File: src/hdl/rmi_pkg.sv
// rmi_pkg: shared types and constants for the arm motion interpolator
// holds command and status codes, controller states and the control structs
// no dependencies
`timescale 1ns / 1ps

package rmi_pkg;

	localparam int LINK_W    = 12;
	localparam int CFG_IDX_W = 2;
	localparam int STEP_W    = 4;
	localparam int REM_W     = STEP_W + 1;

	localparam logic [LINK_W-1:0] L1_RST  = 12'd200;
	localparam logic [LINK_W-1:0] L2_RST  = 12'd150;
	localparam logic [LINK_W-1:0] CLR_RST = 12'd50;

	localparam logic [CFG_IDX_W-1:0] CFG_L1    = 2'd0;
	localparam logic [CFG_IDX_W-1:0] CFG_L2    = 2'd1;
	localparam logic [CFG_IDX_W-1:0] CFG_CLR   = 2'd2;
	localparam logic [CFG_IDX_W-1:0] CFG_SPARE = 2'd3;

	localparam logic [STEP_W-1:0] STEP_BASE = 4'd11;
	localparam logic [STEP_W-1:0] STEP_MIN  = 4'd3;
	localparam logic [STEP_W-1:0] STEP_RST  = 4'd3;
	localparam logic [STEP_W-1:0] STEP_ONE  = 4'd1;
	localparam int STEP_CAP = 11;

	localparam int SPEED_MAX   = 100;
	localparam int SPEED_RECIP = 205;
	localparam int SPEED_SHIFT = 11;

	typedef enum logic [2:0] {
		OP_HOME,
		OP_MOVE,
		OP_JOINT,
		OP_APPR,
		OP_RETRACT,
		OP_SETSPD,
		OP_OPEN,
		OP_SHUT
	} op_t;

	typedef enum logic [1:0] {
		ST_OK,
		ST_REACH,
		ST_NEGZ,
		ST_SPEED
	} status_t;

	typedef enum logic [1:0] {
		SEG_LINEAR,
		SEG_LIFT,
		SEG_TRAVERSE,
		SEG_DESCENT
	} seg_t;

	typedef enum logic [2:0] {
		S_IDLE,
		S_MUL,
		S_SUM,
		S_CMP,
		S_LOAD,
		S_DIV,
		S_POINT,
		S_OUT
	} state_t;

	typedef struct packed {
		logic       capture;
		logic       mul;
		logic       sum;
		logic       cmp;
		logic       seg_load;
		logic       point;
		logic       emit;
		logic       last_seg;
		logic [1:0] seg_idx;
	} dp_cmd_t;

	typedef struct packed {
		op_t  op;
		logic err;
		logic div_done;
		logic pt_last;
		logic out_free;
	} dp_stat_t;

endpackage

File: src/hdl/rmi_div.sv
// rmi_div: three-lane bit-serial restoring divider sharing one small divisor
// one quotient bit per cycle per lane; uses rmi_pkg
`timescale 1ns / 1ps

module rmi_div #(
	parameter int NUM_W = 15
) (
	input  logic                                 clk,
	input  logic                                 arst_n,
	input  logic                                 start,
	input  logic [2:0][NUM_W-1:0]                num,
	input  logic [rmi_pkg::STEP_W-1:0]           den,
	output logic [2:0][NUM_W-1:0]                quo,
	output logic [2:0][rmi_pkg::STEP_W-1:0]      rem,
	output logic                                 busy
);

	localparam int CNT_W = (NUM_W > 1) ? $clog2(NUM_W) : 1;

	logic                                busy_q;
	logic [CNT_W-1:0]                    cnt_q;
	logic [2:0][NUM_W-1:0]               quo_q;
	logic [2:0][rmi_pkg::STEP_W-1:0]     rem_q;
	logic [rmi_pkg::STEP_W-1:0]          den_q;
	logic [2:0][rmi_pkg::REM_W-1:0]      trial;
	logic [2:0][rmi_pkg::REM_W-1:0]      diff;
	logic [2:0]                          ge;

	always_comb begin
		for (int k = 0; k < 3; k++) begin
			trial[k] = {rem_q[k], quo_q[k][NUM_W-1]};
			ge[k]    = trial[k] >= {1'b0, den_q};
			diff[k]  = trial[k] - {1'b0, den_q};
		end
	end

	always_ff @(posedge clk or negedge arst_n) begin
		if (!arst_n) begin
			busy_q <= 1'b0;
			cnt_q  <= '0;
		end else if (start) begin
			busy_q <= 1'b1;
			cnt_q  <= CNT_W'(NUM_W - 1);
		end else if (busy_q) begin
			if (cnt_q == '0) begin
				busy_q <= 1'b0;
			end else begin
				cnt_q <= cnt_q - 1'b1;
			end
		end
	end

	always_ff @(posedge clk) begin
		if (start) begin
			quo_q <= num;
			rem_q <= '0;
			den_q <= den;
		end else if (busy_q) begin
			for (int k = 0; k < 3; k++) begin
				quo_q[k] <= {quo_q[k][NUM_W-2:0], ge[k]};
				rem_q[k] <= ge[k] ? diff[k][rmi_pkg::STEP_W-1:0]
					: trial[k][rmi_pkg::STEP_W-1:0];
			end
		end
	end

	assign quo  = quo_q;
	assign rem  = rem_q;
	assign busy = busy_q;

endmodule

File: src/hdl/rmi_dp.sv
// rmi_dp: datapath of the arm motion interpolator
// holds pose, settings, target check, segment stepping and result register
// uses rmi_pkg and rmi_div
`timescale 1ns / 1ps

module rmi_dp #(
	parameter int COORD_WIDTH = 14,
	parameter int MAX_STEPS   = 10
) (
	input  logic                                clk,
	input  logic                                arst_n,
	input  rmi_pkg::dp_cmd_t                    cmd,
	output rmi_pkg::dp_stat_t                   stat,
	input  logic [2:0]                          opcode,
	input  logic signed [COORD_WIDTH-1:0]       target_x,
	input  logic signed [COORD_WIDTH-1:0]       target_y,
	input  logic signed [COORD_WIDTH-1:0]       target_z,
	input  logic signed [COORD_WIDTH-1:0]       amount,
	input  logic                                cfg_we,
	input  logic [rmi_pkg::CFG_IDX_W-1:0]       cfg_index,
	input  logic [rmi_pkg::LINK_W-1:0]          cfg_data,
	input  logic                                out_ready,
	output logic                                out_valid,
	output logic signed [COORD_WIDTH-1:0]       out_x,
	output logic signed [COORD_WIDTH-1:0]       out_y,
	output logic signed [COORD_WIDTH-1:0]       out_z,
	output logic                                gripper_is_open,
	output logic [1:0]                          segment,
	output logic [1:0]                          status,
	output logic                                last
);

	localparam int CW   = COORD_WIDTH;
	localparam int DW   = CW + 1;
	localparam int ZW   = CW + 2;
	localparam int SQW  = 2 * CW;
	localparam int LSW  = rmi_pkg::LINK_W + 1;
	localparam int D2W  = (SQW > 2 * LSW) ? SQW : 2 * LSW;
	localparam int SW   = rmi_pkg::STEP_W;
	localparam int MAXS = (MAX_STEPS > rmi_pkg::STEP_CAP) ? rmi_pkg::STEP_CAP : MAX_STEPS;
	localparam logic [SW-1:0] MAXS_V = SW'(MAXS);
	localparam logic signed [ZW-1:0] ZMAX = ZW'((1 << (CW - 1)) - 1);
	localparam logic signed [ZW-1:0] ZMIN = ~ZMAX;
	localparam logic signed [CW-1:0] SPD_MAX_V = CW'(rmi_pkg::SPEED_MAX);

	function automatic logic signed [CW-1:0] sat_z(input logic signed [ZW-1:0] v);
		logic signed [ZW-1:0] r;
		r = v;
		if (v > ZMAX) r = ZMAX;
		if (v < ZMIN) r = ZMIN;
		sat_z = CW'(r);
	endfunction

	// settings and pose
	logic [rmi_pkg::LINK_W-1:0]   l1_q, l2_q, clr_q;
	logic signed [CW-1:0]         cur_q [3];
	logic [SW-1:0]                steps_q;
	logic                         grip_q;

	// request
	rmi_pkg::op_t                 op_q;
	logic signed [CW-1:0]         tx_q, ty_q, tz_q, amt_q;

	// target check
	logic signed [SQW-1:0]        xx_c, yy_c;
	logic [SQW-1:0]               xx_q, yy_q;
	logic [LSW-1:0]               lsum;
	logic [rmi_pkg::LINK_W-1:0]   ldif;
	logic [2*LSW-1:0]             lsum2_q;
	logic [2*rmi_pkg::LINK_W-1:0] ldif2_q;
	logic [D2W-1:0]               d2_q;
	logic                         reach_bad;
	rmi_pkg::status_t             status_c, status_q;
	logic signed [ZW-1:0]         czx, tzx, clrx, amtx, hi_a, joint_z, up_z, appr_z, dep_z;
	logic signed [CW-1:0]         aux_c, aux_z_q;

	// segment
	logic signed [CW-1:0]         tgt [3];
	logic [SW-1:0]                steps_c;
	rmi_pkg::seg_t                code_c, seg_code_q;
	logic signed [DW-1:0]         delta [3];
	logic [2:0][DW-1:0]           div_num, div_quo;
	logic [2:0][SW-1:0]           div_rem;
	logic                         div_busy;
	logic signed [CW-1:0]         seg_start_q [3];
	logic [2:0]                   seg_neg_q;
	logic [SW-1:0]                seg_steps_q;
	logic [DW-1:0]                q_acc_q [3];
	logic [SW-1:0]                r_acc_q [3];
	logic [SW-1:0]                idx_q;
	logic [rmi_pkg::REM_W-1:0]    r_sum [3];
	logic [2:0]                   wrap;
	logic signed [ZW-1:0]         qx [3];
	logic signed [ZW-1:0]         coord_w [3];
	logic signed [CW-1:0]         coord [3];

	// speed to step count
	logic [14:0]                  spd_prod;
	logic [SW-1:0]                tenth, raw_steps, new_steps;

	// result register
	logic                         out_valid_q;
	logic signed [CW-1:0]         out_x_q, out_y_q, out_z_q;
	logic                         out_grip_q, out_last_q;
	rmi_pkg::seg_t                out_seg_q;
	rmi_pkg::status_t             out_status_q;
	logic                         pt_last;

	assign xx_c = tx_q * tx_q;
	assign yy_c = ty_q * ty_q;
	assign lsum = LSW'(l1_q) + LSW'(l2_q);
	assign ldif = (l1_q >= l2_q) ? (l1_q - l2_q) : (l2_q - l1_q);
	assign reach_bad = (d2_q < D2W'(ldif2_q)) || (d2_q > D2W'(lsum2_q));

	assign czx     = ZW'(cur_q[2]);
	assign tzx     = ZW'(tz_q);
	assign clrx    = signed'(ZW'(clr_q));
	assign amtx    = ZW'(amt_q);
	assign hi_a    = (czx > tzx) ? czx : tzx;
	assign joint_z = hi_a + clrx;
	assign up_z    = tzx + clrx;
	assign appr_z  = (czx > up_z) ? czx : up_z;
	assign dep_z   = czx + amtx;

	always_comb begin
		status_c = rmi_pkg::ST_OK;
		aux_c    = cur_q[2];
		case (op_q)
			rmi_pkg::OP_MOVE, rmi_pkg::OP_JOINT, rmi_pkg::OP_APPR: begin
				if (reach_bad) begin
					status_c = rmi_pkg::ST_REACH;
				end else if (tz_q < 0) begin
					status_c = rmi_pkg::ST_NEGZ;
				end
			end
			rmi_pkg::OP_SETSPD: begin
				if ((amt_q < 0) || (amt_q > SPD_MAX_V)) begin
					status_c = rmi_pkg::ST_SPEED;
				end
			end
			default: begin
			end
		endcase
		case (op_q)
			rmi_pkg::OP_JOINT:   aux_c = sat_z(joint_z);
			rmi_pkg::OP_APPR:    aux_c = sat_z(appr_z);
			rmi_pkg::OP_RETRACT: aux_c = sat_z(dep_z);
			default: begin
			end
		endcase
	end

	always_comb begin
		for (int k = 0; k < 3; k++) begin
			tgt[k] = cur_q[k];
		end
		steps_c = rmi_pkg::STEP_ONE;
		code_c  = rmi_pkg::SEG_LINEAR;
		if (status_q == rmi_pkg::ST_OK) begin
			case (op_q)
				rmi_pkg::OP_HOME: begin
					for (int k = 0; k < 3; k++) begin
						tgt[k] = '0;
					end
				end
				rmi_pkg::OP_MOVE: begin
					tgt[0]  = tx_q;
					tgt[1]  = ty_q;
					tgt[2]  = tz_q;
					steps_c = steps_q;
				end
				rmi_pkg::OP_JOINT: begin
					code_c = rmi_pkg::seg_t'(cmd.seg_idx + 2'd1);
					case (cmd.seg_idx)
						2'd0: begin
							tgt[2]  = aux_z_q;
							steps_c = steps_q >> 1;
						end
						2'd1: begin
							tgt[0]  = tx_q;
							tgt[1]  = ty_q;
							tgt[2]  = aux_z_q;
							steps_c = steps_q;
						end
						default: begin
							tgt[0]  = tx_q;
							tgt[1]  = ty_q;
							tgt[2]  = tz_q;
							steps_c = steps_q >> 1;
						end
					endcase
				end
				rmi_pkg::OP_APPR: begin
					tgt[0] = tx_q;
					tgt[1] = ty_q;
					tgt[2] = (cmd.seg_idx == 2'd0) ? aux_z_q : tz_q;
				end
				rmi_pkg::OP_RETRACT: begin
					tgt[2] = aux_z_q;
				end
				default: begin
				end
			endcase
		end
	end

	always_comb begin
		for (int k = 0; k < 3; k++) begin
			delta[k]   = DW'(tgt[k]) - DW'(cur_q[k]);
			div_num[k] = delta[k][DW-1] ? DW'(-delta[k]) : DW'(delta[k]);
		end
	end

	rmi_div #(
		.NUM_W(DW)
	) u_div (
		.clk   (clk),
		.arst_n(arst_n),
		.start (cmd.seg_load),
		.num   (div_num),
		.den   (steps_c),
		.quo   (div_quo),
		.rem   (div_rem),
		.busy  (div_busy)
	);

	always_comb begin
		for (int k = 0; k < 3; k++) begin
			r_sum[k]   = rmi_pkg::REM_W'(r_acc_q[k]) + rmi_pkg::REM_W'(div_rem[k]);
			wrap[k]    = r_sum[k] >= rmi_pkg::REM_W'(seg_steps_q);
			qx[k]      = signed'(ZW'(q_acc_q[k]));
			coord_w[k] = ZW'(seg_start_q[k]) + (seg_neg_q[k] ? -qx[k] : qx[k]);
			coord[k]   = CW'(coord_w[k]);
		end
	end

	assign spd_prod  = 15'(amt_q[6:0]) * 15'(rmi_pkg::SPEED_RECIP);
	assign tenth     = SW'(spd_prod >> rmi_pkg::SPEED_SHIFT);
	assign raw_steps = rmi_pkg::STEP_BASE - tenth;
	always_comb begin
		new_steps = raw_steps;
		if (raw_steps < rmi_pkg::STEP_MIN) new_steps = rmi_pkg::STEP_MIN;
		if (raw_steps > MAXS_V) new_steps = MAXS_V;
	end

	assign pt_last = (idx_q == seg_steps_q);

	// control state
	always_ff @(posedge clk or negedge arst_n) begin
		if (!arst_n) begin
			l1_q        <= rmi_pkg::L1_RST;
			l2_q        <= rmi_pkg::L2_RST;
			clr_q       <= rmi_pkg::CLR_RST;
			for (int k = 0; k < 3; k++) begin
				cur_q[k] <= '0;
			end
			steps_q     <= rmi_pkg::STEP_RST;
			grip_q      <= 1'b1;
			idx_q       <= '0;
			seg_steps_q <= rmi_pkg::STEP_ONE;
			out_valid_q <= 1'b0;
		end else begin
			if (cfg_we) begin
				case (cfg_index)
					rmi_pkg::CFG_L1:  l1_q  <= cfg_data;
					rmi_pkg::CFG_L2:  l2_q  <= cfg_data;
					rmi_pkg::CFG_CLR: clr_q <= cfg_data;
					default: begin
					end
				endcase
			end
			if (cmd.seg_load) begin
				idx_q       <= '0;
				seg_steps_q <= steps_c;
				if ((cmd.seg_idx == 2'd0) && (status_q == rmi_pkg::ST_OK)) begin
					case (op_q)
						rmi_pkg::OP_SETSPD: steps_q <= new_steps;
						rmi_pkg::OP_OPEN:   grip_q  <= 1'b1;
						rmi_pkg::OP_SHUT:   grip_q  <= 1'b0;
						default: begin
						end
					endcase
				end
			end
			if (cmd.point) begin
				idx_q <= idx_q + 1'b1;
			end
			if (cmd.emit) begin
				for (int k = 0; k < 3; k++) begin
					cur_q[k] <= coord[k];
				end
				out_valid_q <= 1'b1;
			end else if (out_ready) begin
				out_valid_q <= 1'b0;
			end
		end
	end

	// payload
	always_ff @(posedge clk) begin
		if (cmd.capture) begin
			op_q  <= rmi_pkg::op_t'(opcode);
			tx_q  <= target_x;
			ty_q  <= target_y;
			tz_q  <= target_z;
			amt_q <= amount;
		end
		if (cmd.mul) begin
			xx_q    <= xx_c;
			yy_q    <= yy_c;
			lsum2_q <= lsum * lsum;
			ldif2_q <= ldif * ldif;
		end
		if (cmd.sum) begin
			d2_q <= D2W'(xx_q) + D2W'(yy_q);
		end
		if (cmd.cmp) begin
			status_q <= status_c;
			aux_z_q  <= aux_c;
		end
		if (cmd.seg_load) begin
			for (int k = 0; k < 3; k++) begin
				seg_start_q[k] <= cur_q[k];
				seg_neg_q[k]   <= delta[k][DW-1];
				q_acc_q[k]     <= '0;
				r_acc_q[k]     <= '0;
			end
			seg_code_q <= code_c;
		end
		if (cmd.point) begin
			for (int k = 0; k < 3; k++) begin
				r_acc_q[k] <= wrap[k] ? SW'(r_sum[k] - rmi_pkg::REM_W'(seg_steps_q))
					: SW'(r_sum[k]);
				q_acc_q[k] <= q_acc_q[k] + div_quo[k] + DW'(wrap[k]);
			end
		end
		if (cmd.emit) begin
			out_x_q      <= coord[0];
			out_y_q      <= coord[1];
			out_z_q      <= coord[2];
			out_grip_q   <= grip_q;
			out_seg_q    <= seg_code_q;
			out_status_q <= status_q;
			out_last_q   <= cmd.last_seg && pt_last;
		end
	end

	assign stat.op       = op_q;
	assign stat.err      = (status_q != rmi_pkg::ST_OK);
	assign stat.div_done = !div_busy;
	assign stat.pt_last  = pt_last;
	assign stat.out_free = !out_valid_q || out_ready;

	assign out_valid       = out_valid_q;
	assign out_x           = out_x_q;
	assign out_y           = out_y_q;
	assign out_z           = out_z_q;
	assign gripper_is_open = out_grip_q;
	assign segment         = out_seg_q;
	assign status          = out_status_q;
	assign last            = out_last_q;

	a_rem_below_steps: assert property (@(posedge clk) disable iff (!arst_n)
		cmd.point |=> ((r_acc_q[0] < seg_steps_q) && (r_acc_q[1] < seg_steps_q)
			&& (r_acc_q[2] < seg_steps_q)))
		else $error("remainder not below step count");

	a_idx_bound: assert property (@(posedge clk) disable iff (!arst_n)
		idx_q <= seg_steps_q)
		else $error("point index past step count");

	a_err_single: assert property (@(posedge clk) disable iff (!arst_n)
		(cmd.emit && stat.err) |-> (cmd.last_seg && pt_last))
		else $error("error request gave more than one result");

endmodule

File: src/hdl/rmi_ctrl.sv
// rmi_ctrl: controller state machine of the arm motion interpolator
// sequences check, segment load, division and point output; uses rmi_pkg
`timescale 1ns / 1ps

module rmi_ctrl (
	input  logic              clk,
	input  logic              arst_n,
	input  logic              in_valid,
	output logic              in_ready,
	input  rmi_pkg::dp_stat_t stat,
	output rmi_pkg::dp_cmd_t  cmd
);

	rmi_pkg::state_t state_q, state_d;
	logic [1:0]      seg_idx_q;
	logic            last_seg;

	always_comb begin
		last_seg = 1'b1;
		if (!stat.err) begin
			case (stat.op)
				rmi_pkg::OP_JOINT: last_seg = (seg_idx_q == 2'd2);
				rmi_pkg::OP_APPR:  last_seg = (seg_idx_q == 2'd1);
				default:           last_seg = 1'b1;
			endcase
		end
	end

	always_comb begin
		state_d = state_q;
		case (state_q)
			rmi_pkg::S_IDLE:  if (in_valid) state_d = rmi_pkg::S_MUL;
			rmi_pkg::S_MUL:   state_d = rmi_pkg::S_SUM;
			rmi_pkg::S_SUM:   state_d = rmi_pkg::S_CMP;
			rmi_pkg::S_CMP:   state_d = rmi_pkg::S_LOAD;
			rmi_pkg::S_LOAD:  state_d = rmi_pkg::S_DIV;
			rmi_pkg::S_DIV:   if (stat.div_done) state_d = rmi_pkg::S_POINT;
			rmi_pkg::S_POINT: state_d = rmi_pkg::S_OUT;
			rmi_pkg::S_OUT: begin
				if (stat.out_free) begin
					if (!stat.pt_last) begin
						state_d = rmi_pkg::S_POINT;
					end else if (last_seg) begin
						state_d = rmi_pkg::S_IDLE;
					end else begin
						state_d = rmi_pkg::S_LOAD;
					end
				end
			end
			default: state_d = rmi_pkg::S_IDLE;
		endcase
	end

	always_comb begin
		in_ready     = (state_q == rmi_pkg::S_IDLE);
		cmd.capture  = (state_q == rmi_pkg::S_IDLE) && in_valid;
		cmd.mul      = (state_q == rmi_pkg::S_MUL);
		cmd.sum      = (state_q == rmi_pkg::S_SUM);
		cmd.cmp      = (state_q == rmi_pkg::S_CMP);
		cmd.seg_load = (state_q == rmi_pkg::S_LOAD);
		cmd.point    = (state_q == rmi_pkg::S_POINT);
		cmd.emit     = (state_q == rmi_pkg::S_OUT) && stat.out_free;
		cmd.last_seg = last_seg;
		cmd.seg_idx  = seg_idx_q;
	end

	always_ff @(posedge clk or negedge arst_n) begin
		if (!arst_n) begin
			state_q   <= rmi_pkg::S_IDLE;
			seg_idx_q <= '0;
		end else begin
			state_q <= state_d;
			if (cmd.capture) begin
				seg_idx_q <= '0;
			end else if (cmd.emit && stat.pt_last && !last_seg) begin
				seg_idx_q <= seg_idx_q + 2'd1;
			end
		end
	end

	a_load_then_div: assert property (@(posedge clk) disable iff (!arst_n)
		(state_q == rmi_pkg::S_LOAD) |=> (state_q == rmi_pkg::S_DIV))
		else $error("segment load not followed by division");

	a_seg_start: assert property (@(posedge clk) disable iff (!arst_n)
		(state_q == rmi_pkg::S_MUL) |-> (seg_idx_q == 2'd0))
		else $error("segment index not cleared for new request");

	a_multi_seg_op: assert property (@(posedge clk) disable iff (!arst_n)
		(seg_idx_q != 2'd0) && (state_q != rmi_pkg::S_IDLE) |->
			((stat.op == rmi_pkg::OP_JOINT) || (stat.op == rmi_pkg::OP_APPR)))
		else $error("second segment on single segment request");

	a_point_entry: assert property (@(posedge clk) disable iff (!arst_n)
		(state_q == rmi_pkg::S_POINT) |->
			(($past(state_q) == rmi_pkg::S_DIV) || ($past(state_q) == rmi_pkg::S_OUT)))
		else $error("point step entered from wrong state");

endmodule

File: src/hdl/robot_move_interpolator_top.sv
// robot_move_interpolator_top: arm motion command interpolator, top level
// joins rmi_ctrl and rmi_dp; uses rmi_pkg
//
// channel  | handshake              | payload
// ---------+------------------------+------------------------------------------
// request  | in_valid / in_ready    | opcode, target_x, target_y, target_z, amount
// result   | out_valid / out_ready  | out_x, out_y, out_z, gripper_is_open,
//          |                        | segment, status, last
// config   | cfg_we                 | cfg_index, cfg_data
//
// a request is accepted, then passes the reach check in the multiply, sum and compare states;
// then per segment a load state and the shared serial divider, and per point a point and an output state.
// a joint move has three segments and up to 20 points in all.
// the next request is taken once the last result sits in the output register.
// a stalled result holds the sequencer in its output state; no clearing pass after reset.
`timescale 1ns / 1ps

module robot_move_interpolator_top #(
	parameter int COORD_WIDTH = 14,
	parameter int MAX_STEPS   = 10
) (
	input  logic                               clk,
	input  logic                               arst_n,
	input  logic                               in_valid,
	output logic                               in_ready,
	input  logic [2:0]                         opcode,
	input  logic signed [COORD_WIDTH-1:0]      target_x,
	input  logic signed [COORD_WIDTH-1:0]      target_y,
	input  logic signed [COORD_WIDTH-1:0]      target_z,
	input  logic signed [COORD_WIDTH-1:0]      amount,
	output logic                               out_valid,
	input  logic                               out_ready,
	output logic signed [COORD_WIDTH-1:0]      out_x,
	output logic signed [COORD_WIDTH-1:0]      out_y,
	output logic signed [COORD_WIDTH-1:0]      out_z,
	output logic                               gripper_is_open,
	output logic [1:0]                         segment,
	output logic [1:0]                         status,
	output logic                               last,
	input  logic                               cfg_we,
	input  logic [rmi_pkg::CFG_IDX_W-1:0]      cfg_index,
	input  logic [rmi_pkg::LINK_W-1:0]         cfg_data
);

	rmi_pkg::dp_cmd_t  cmd;
	rmi_pkg::dp_stat_t stat;

	rmi_ctrl u_ctrl (
		.clk     (clk),
		.arst_n  (arst_n),
		.in_valid(in_valid),
		.in_ready(in_ready),
		.stat    (stat),
		.cmd     (cmd)
	);

	rmi_dp #(
		.COORD_WIDTH(COORD_WIDTH),
		.MAX_STEPS  (MAX_STEPS)
	) u_dp (
		.clk            (clk),
		.arst_n         (arst_n),
		.cmd            (cmd),
		.stat           (stat),
		.opcode         (opcode),
		.target_x       (target_x),
		.target_y       (target_y),
		.target_z       (target_z),
		.amount         (amount),
		.cfg_we         (cfg_we),
		.cfg_index      (cfg_index),
		.cfg_data       (cfg_data),
		.out_ready      (out_ready),
		.out_valid      (out_valid),
		.out_x          (out_x),
		.out_y          (out_y),
		.out_z          (out_z),
		.gripper_is_open(gripper_is_open),
		.segment        (segment),
		.status         (status),
		.last           (last)
	);

endmodule
File: config.mk
export PLATFORM = sky130hd
export DESIGN_NAME = robot_move_interpolator_top
export DESIGN_NICKNAME = d
export VERILOG_FILES = /design/src/hdl/rmi_pkg.sv /design/src/hdl/rmi_div.sv /design/src/hdl/rmi_dp.sv /design/src/hdl/rmi_ctrl.sv /design/src/hdl/robot_move_interpolator_top.sv
export SDC_FILE = /design/constraint.sdc
export NUM_CORES = 2
export LEC_CHECK = 0
export BUFFER_PORTS_ARGS = -buffer_cell sky130_fd_sc_hd__clkbuf_2
export CAP_MARGIN = 25
export CELL_PAD_IN_SITES_DETAIL_PLACEMENT = 1
export CELL_PAD_IN_SITES_GLOBAL_PLACEMENT = 1
export CORE_ASPECT_RATIO = 1.25
export CORE_MARGIN = 2
export CORE_UTILIZATION = 57
export CTS_BUF_LIST = sky130_fd_sc_hd__clkbuf_8
export DETAILED_ROUTE_END_ITERATION = 10
export HOLD_SLACK_MARGIN = 0.1
export MAX_ROUTING_LAYER = met4
export PLACE_DENSITY_LB_ADDON = 0.1
export SLEW_MARGIN = 20
export SYNTH_ARGS = -nofsm -noshare
export SYNTH_HDL_FRONTEND = slang
export SYNTH_HIERARCHICAL = 1
export SYNTH_SLANG_ARGS = --single-unit
File: constraint.sdc
create_clock -name clk -period 14 [get_ports clk]
set_input_delay 3.5 -clock clk [delete_from_list [all_inputs] [get_ports clk]]
set_output_delay 3.5 -clock clk [all_outputs]
set_load 0.1 [all_outputs]
**After elaboration in Yosys (flattened, before gate mapping)**

Memories as Yosys holds them, arrays and structs flattened.
Cells that the tools add are included.
Widths: inputs -> output; s select.

- Muxes and demuxes: 70
- Add/sub/neg operators: 38
- Eq/ne operators: 23
- Magnitude comparators: 22
- Bitwise operators: 6
- Multipliers: 5
- Reductions and logical operators: 34

Operators with widths:

| kind | count |
|---|---|
| $mux 14 | 11 |
| $mux 15 | 6 |
| $mux 45 | 2 |
| $pmux 28 s3 | 1 |
| $mux 4 | 18 |
| $pmux 14 s5 | 1 |
| $mul 14x14->28 | 2 |
| $add 15x1->15 | 3 |
| $add 15x15->15 | 3 |
| $neg 15->15 | 3 |
| $sub 14x14->15 | 3 |
| $add 14x14->14 | 3 |
| $mux 42 | 1 |
| $neg 14->14 | 3 |
| $pmux 14 s3 | 1 |
| $gt 16x14->1 const B | 2 |
| $lt 16x14->1 const B | 2 |
| $mux 16 | 2 |
| $ge 5x4->1 | 6 |
| $add 28x28->28 | 1 |
| $gt 28x26->1 | 1 |
| $lt 14x1->1 const B | 2 |
| $lt 28x24->1 | 1 |
| $mux 28 | 1 |
| other kinds (50) | 119 |

- Memories: 3
- Input port bits: 78
- Flip-flop bits (word level): 425
- Output and inout bits: 50
- Memory bits (writable): 99

Memories:

| memory | words | bits a word | read ports | clocked after memory_dff | write ports | RTL line | RTL |
|---|---|---|---|---|---|---|---|
| u_dp.q_acc_q | 3 | 15 | 3 | 0 | 3 | rmi_dp.sv:88 | `logic [DW-1:0] q_acc_q [3];` |
| u_dp.seg_start_q | 3 | 14 | 3 | 0 | 3 | rmi_dp.sv:85 | `logic signed [CW-1:0] seg_start_q [3];` |
| u_dp.r_acc_q | 3 | 4 | 3 | 0 | 3 | rmi_dp.sv:89 | `logic [SW-1:0] r_acc_q [3];` |

**Logic depth before layout (Yosys ltp)**

- Depth after elaboration: 9
- Depth in mapped cells: 33

**Modules after synthesis**

Netlist, hierarchy kept.

By module, submodules not included:

| module | area an instance (µm²) | instances | cells an instance |
|---|---|---|---|
| rmi_dp | 52338.9 | 1 | 5325 |
| rmi_div | 3260.6 | 1 | 238 |
| rmi_ctrl | 349.1 | 1 | 43 |

**Worst setup path after synthesis**

OpenSTA, ideal clock, no wires.

- Kind: flip-flop to flip-flop
- Start point: reg u_ctrl.state_q[0]
- End point: reg u_dp/ldif2_q[10] in the netlist's numbering (enable)
- Required time: 13.295 ns
- Cell stages (with the launch flop): 3
- Arrival: 7.941 ns
- Setup slack: 5.353 ns
- Setup time: 0.705 ns
- Cells stage by stage: dfrtp_1 > clkbuf_1 > nor3b_1

RTL lines:

| item | RTL line | RTL |
|---|---|---|
| start: declaration | rmi_ctrl.sv:14 | `rmi_pkg::state_t state_q, state_d;` |
| start signal: assignment | rmi_ctrl.sv:69 | `state_q <= rmi_pkg::S_IDLE;` |
| start signal: assignment | rmi_ctrl.sv:72 | `state_q <= state_d;` |
| end signal: assignment | rmi_dp.sv:312 | `ldif2_q <= ldif * ldif;` |
| end: declaration | rmi_dp.sv:70 | `logic [2*rmi_pkg::LINK_W-1:0] ldif2_q;` |

**Final worst setup path**

- Start point: reg u_dp/l2_q[2] in the netlist's numbering
- End point: reg u_dp/ldif2_q[23] in the netlist's numbering, data pin

- Cells in the longest elaborated chain, start to end: 3
- Elaborated cells on any way between the ends: 5
- Those cells by class: add/sub: 2; mul: 1; order compare: 1; mux: 1

RTL lines:

| item | RTL line | RTL |
|---|---|---|
| start: declaration | rmi_dp.sv:55 | `logic [rmi_pkg::LINK_W-1:0] l1_q, l2_q, clr_q;` |
| start signal: assignment | rmi_dp.sv:252 | `l2_q <= rmi_pkg::L2_RST;` |
| start signal: assignment | rmi_dp.sv:266 | `rmi_pkg::CFG_L2: l2_q <= cfg_data;` |
| $sub 12x12->12 or $ge 12x12->1 (tied branches) | rmi_dp.sv:112 | `assign ldif = (l1_q >= l2_q) ? (l1_q - l2_q) : (l2_q - l1_q);` |
| $mux 12 * | rmi_dp.sv:112 |  |
| $mul 12x12->24 * | rmi_dp.sv:312 |  |

Mark *: on every way between the ends. The rest lies on a longest branch, timed or not.
A chain may end at the register's enable or synchronous reset.

==> key figures <==
Status
  • Status: finished, final reports clean

Synth
  • Syn_area_per_cell: 9.98 µm²
  • Count leader, synth: inv_1
  • Register bit count reported by yosys: 516
  • Distinct cell type count after synthesis: 114
  • Synth Net Count: 6889
  • Post-synth top area share: 21.6%
  • Synthesized netlist cell count: 5606
  • Largest area contributor in the netlist: edfxtp_1
  • Ys flop type: edfxtp_1
  • Synth warn: 6
  • Cell Area, Synth: 55900 µm²
  • Post-synthesis sequential area ratio: 26.6%
  • Post-synth top cells: inv_1 (888), ha_1 (640), fa_1 (565)
  • Post-synth EDFFs: 402
  • Synth async-reset ratio: 19.8%
  • Area contributors post-synth: edfxtp_1 (22%), fa_1 (20%), ha_1 (14%)

Die
  • Die area: 101000 µm²
  • Core region area: 97400 µm²
  • Die Y: 354 µm
  • Starting density of the core: 57.5%
  • Num ports: 128
  • Core Rows: 128
  • Chip width: 284 µm

Finish
  • Nets: 7021
  • FILL cells: 10900
  • Area of the multi-input gates: 37200 µm²
  • Syn-to-layout area delta: 7.31%
  • Final core occ: 61.7%
  • Share of cells above drive strength 1: 8.48%
  • FF/Latch Area: 14900 µm²

Timing
  • Setup TNS: 0 ps
  • Min cycle time layout: 8700 ps
  • Final-report hold violation count: 0
  • RSZ-0062 raised after global routing: no
  • Final setup viols: 0
  • Max-Slew Margin vs Limit: 18.6%
  • Fmax: 0.115 GHz
  • Clock skew: 51.4 ps
  • PnR worst setup slack: 5300 ps
  • Hold WS: 461 ps
  • Slew @ Worst Pin: 1210 ps
  • Slew Limit Fails: 0
  • Ratio of final minimum period to clock period: 62.1%

Worst hold path
  • Hold Crit Class: flip-flop to flip-flop
  • Worst hold endpoint: u_dp/seg_start_q[0][11]
  • Hold wc startpoint: u_dp/cur_q[39]
  • Worst hold stages: 0

Route
  • Post-route DRC: 0
  • Via count: 41900
  • Routed WL: 158000 µm
  • DR iter-0 viols: 2207
  • Vias/cell: 5.89
  • Routed Antenna Nets: 0
  • WL/cell: 22.2 µm
  • Drt first pass iters: 5

Setup path
  • Origin of the critical flop-to-flop path: u_dp/l2_q[2]
  • CP Buf/Inv Count: 6
  • Worst Setup Start Kind: flip-flop
  • Critical path type: flip-flop to flip-flop
  • CP required: 14540 ps
  • CP Capture Type: flip-flop
  • Slowest stage delay, CP: 580 ps
  • R2r setup slk: 5300 ps
  • Crit-path slowest cell: xor2_1
  • Reg-to-reg endpoint: u_dp/ldif2_q[23]
  • Crit path DAT: 9230 ps
  • Top Family by Delay on Critical Path: adder cells
  • Worst reg2reg path depth: 30
  • Worst-path fanout max: 13

Place
  • Pre-CTS WS: 5320 ps
  • Final HPWL DP: 124000 µm
  • RePlAce Congestion: 0.902
  • I/O Buffers: 127

Global route
  • Vias in the first global route: 47200
  • Grt ovf: 0
  • Largest net degree at the start of global routing: 73
  • Total track usage: 33.1%
  • First-pass GRT wire length: 255000 µm
  • Antenna violations before repair: 5

Clocking
  • # Post-CTS Setup Buffers: 0
  • Hold Buf Count CTS: 0
  • CTS Sinks: 516
  • H-Tree Depth: 3
  • CTS buffer count: 93
  • Resized Gates After CTS: 0
  • Reg clk slew, reported paths: 60 ps
  • CTS Root Cell: clkbuf_8
  • Worst skew pair latency: 800 ps
  • Clock buffer depth: 3
  • TritonCTS clock tree: yes

Flow run
  • Max_cap viols: 0
==> metal layers <==
metal  vias to the layer above  share of wire, %  global-route usage [%]
li1                      19200                 -                       -
met1                     21300                39                    37.7
met2                       987                52                    58.9
met3                       379               3.9                    3.57
met4                         0               4.5                    14.4
met5                         -                 0                       -
==> layout make-up <==
type | count | area share [%]
multi-input cells | 4063 | 62.0
clock inverters | 69 | 0.959
inverters | 900 | 5.63
flip-flops and latches | 516 | 24.8
diodes | 3 | 0.0125
clock buffers | 105 | 2.41
repair buffers | 164 | 1.52
well taps | 1300 | 2.71
==> worst max-delay path by stage <==
stage	start	to	slack [ps]	cells past startpoint
6_report	u_dp/l2_q[2]	u_dp/ldif2_q[23]	5300	30
5_1_grt	u_dp/l1_q[1]	u_dp/lsum2_q[25]	4770	27
4_1_cts	u_dp/l2_q[2]	u_dp/ldif2_q[23]	5300	30
3_5_place_dp	u_dp/l2_q[2]	u_dp/ldif2_q[23]	5320	30
3_3_place_gp	u_dp/l2_q[2]	u_dp/ldif2_q[23]	5480	30
2_1_floorplan	u_ctrl/state_q[0]	u_dp/ldif2_q[10]	5350	2
==> registers in the layout (all words and copies together) (netlist names), 25 cells and up <==
| register | cells |
|---|---|
| u_dp/cur_q | 42 |
| u_dp/d2_q | 28 |
| u_dp/seg_start_q | 42 |
| u_dp/yy_q | 27 |
| u_dp/q_acc_q | 42 |
| u_dp/lsum2_q | 25 |
| u_dp/xx_q | 27 |
| u_dp/u_div/quo | 45 |
==> kinds of logic (layout without fill, tap and decap cells) <==
kind of cell	Yosys count	after routing	share of synthesized area [%]
mux	96	96	1.92
compound gates	995	995	11.8
simple gates	1374	1374	12.0
flops	516	516	26.6
xor+xnor	393	393	6.18
other cells	0	3	0
buf+inv	1027	1238	6.95
fa+ha+maj	1205	1205	34.5
==> metrics by stage <==
stage	area, µm²	cells
3_5_place_dp	58000	6942
2_1_floorplan	55900	5606
3_3_place_gp	58000	6942
4_1_cts	60000	7116
6_report	60000	7120
5_1_grt	60000	7119
==> placed cells by master, fill, tap and decap left out, types with 37 or more instances in the layout <==
| cell | instances |
|---|---|
| inv_1 | 912 |
| ha_1 | 640 |
| fa_1 | 565 |
| edfxtp_1 | 402 |
| nor2_1 | 394 |
| nand2_1 | 338 |
| a21oi_1 | 271 |
| xnor2_1 | 267 |
| o21ai_0 | 185 |
| and2_1 | 132 |
| clkbuf_2 | 126 |
| xor2_1 | 124 |
| a21o_1 | 114 |
| clkbuf_8 | 105 |
| mux2_2 | 90 |
| nand3_1 | 89 |
| dfrtp_1 | 88 |
| nand2b_1 | 83 |
| nor3_1 | 77 |
| o21a_1 | 53 |
| nor2b_1 | 51 |
| buf_4 | 37 |
| and3_1 | 37 |
Power is not shown: default switching activity piles up to over one toggle a cycle in this logic, so the estimate is an artifact.
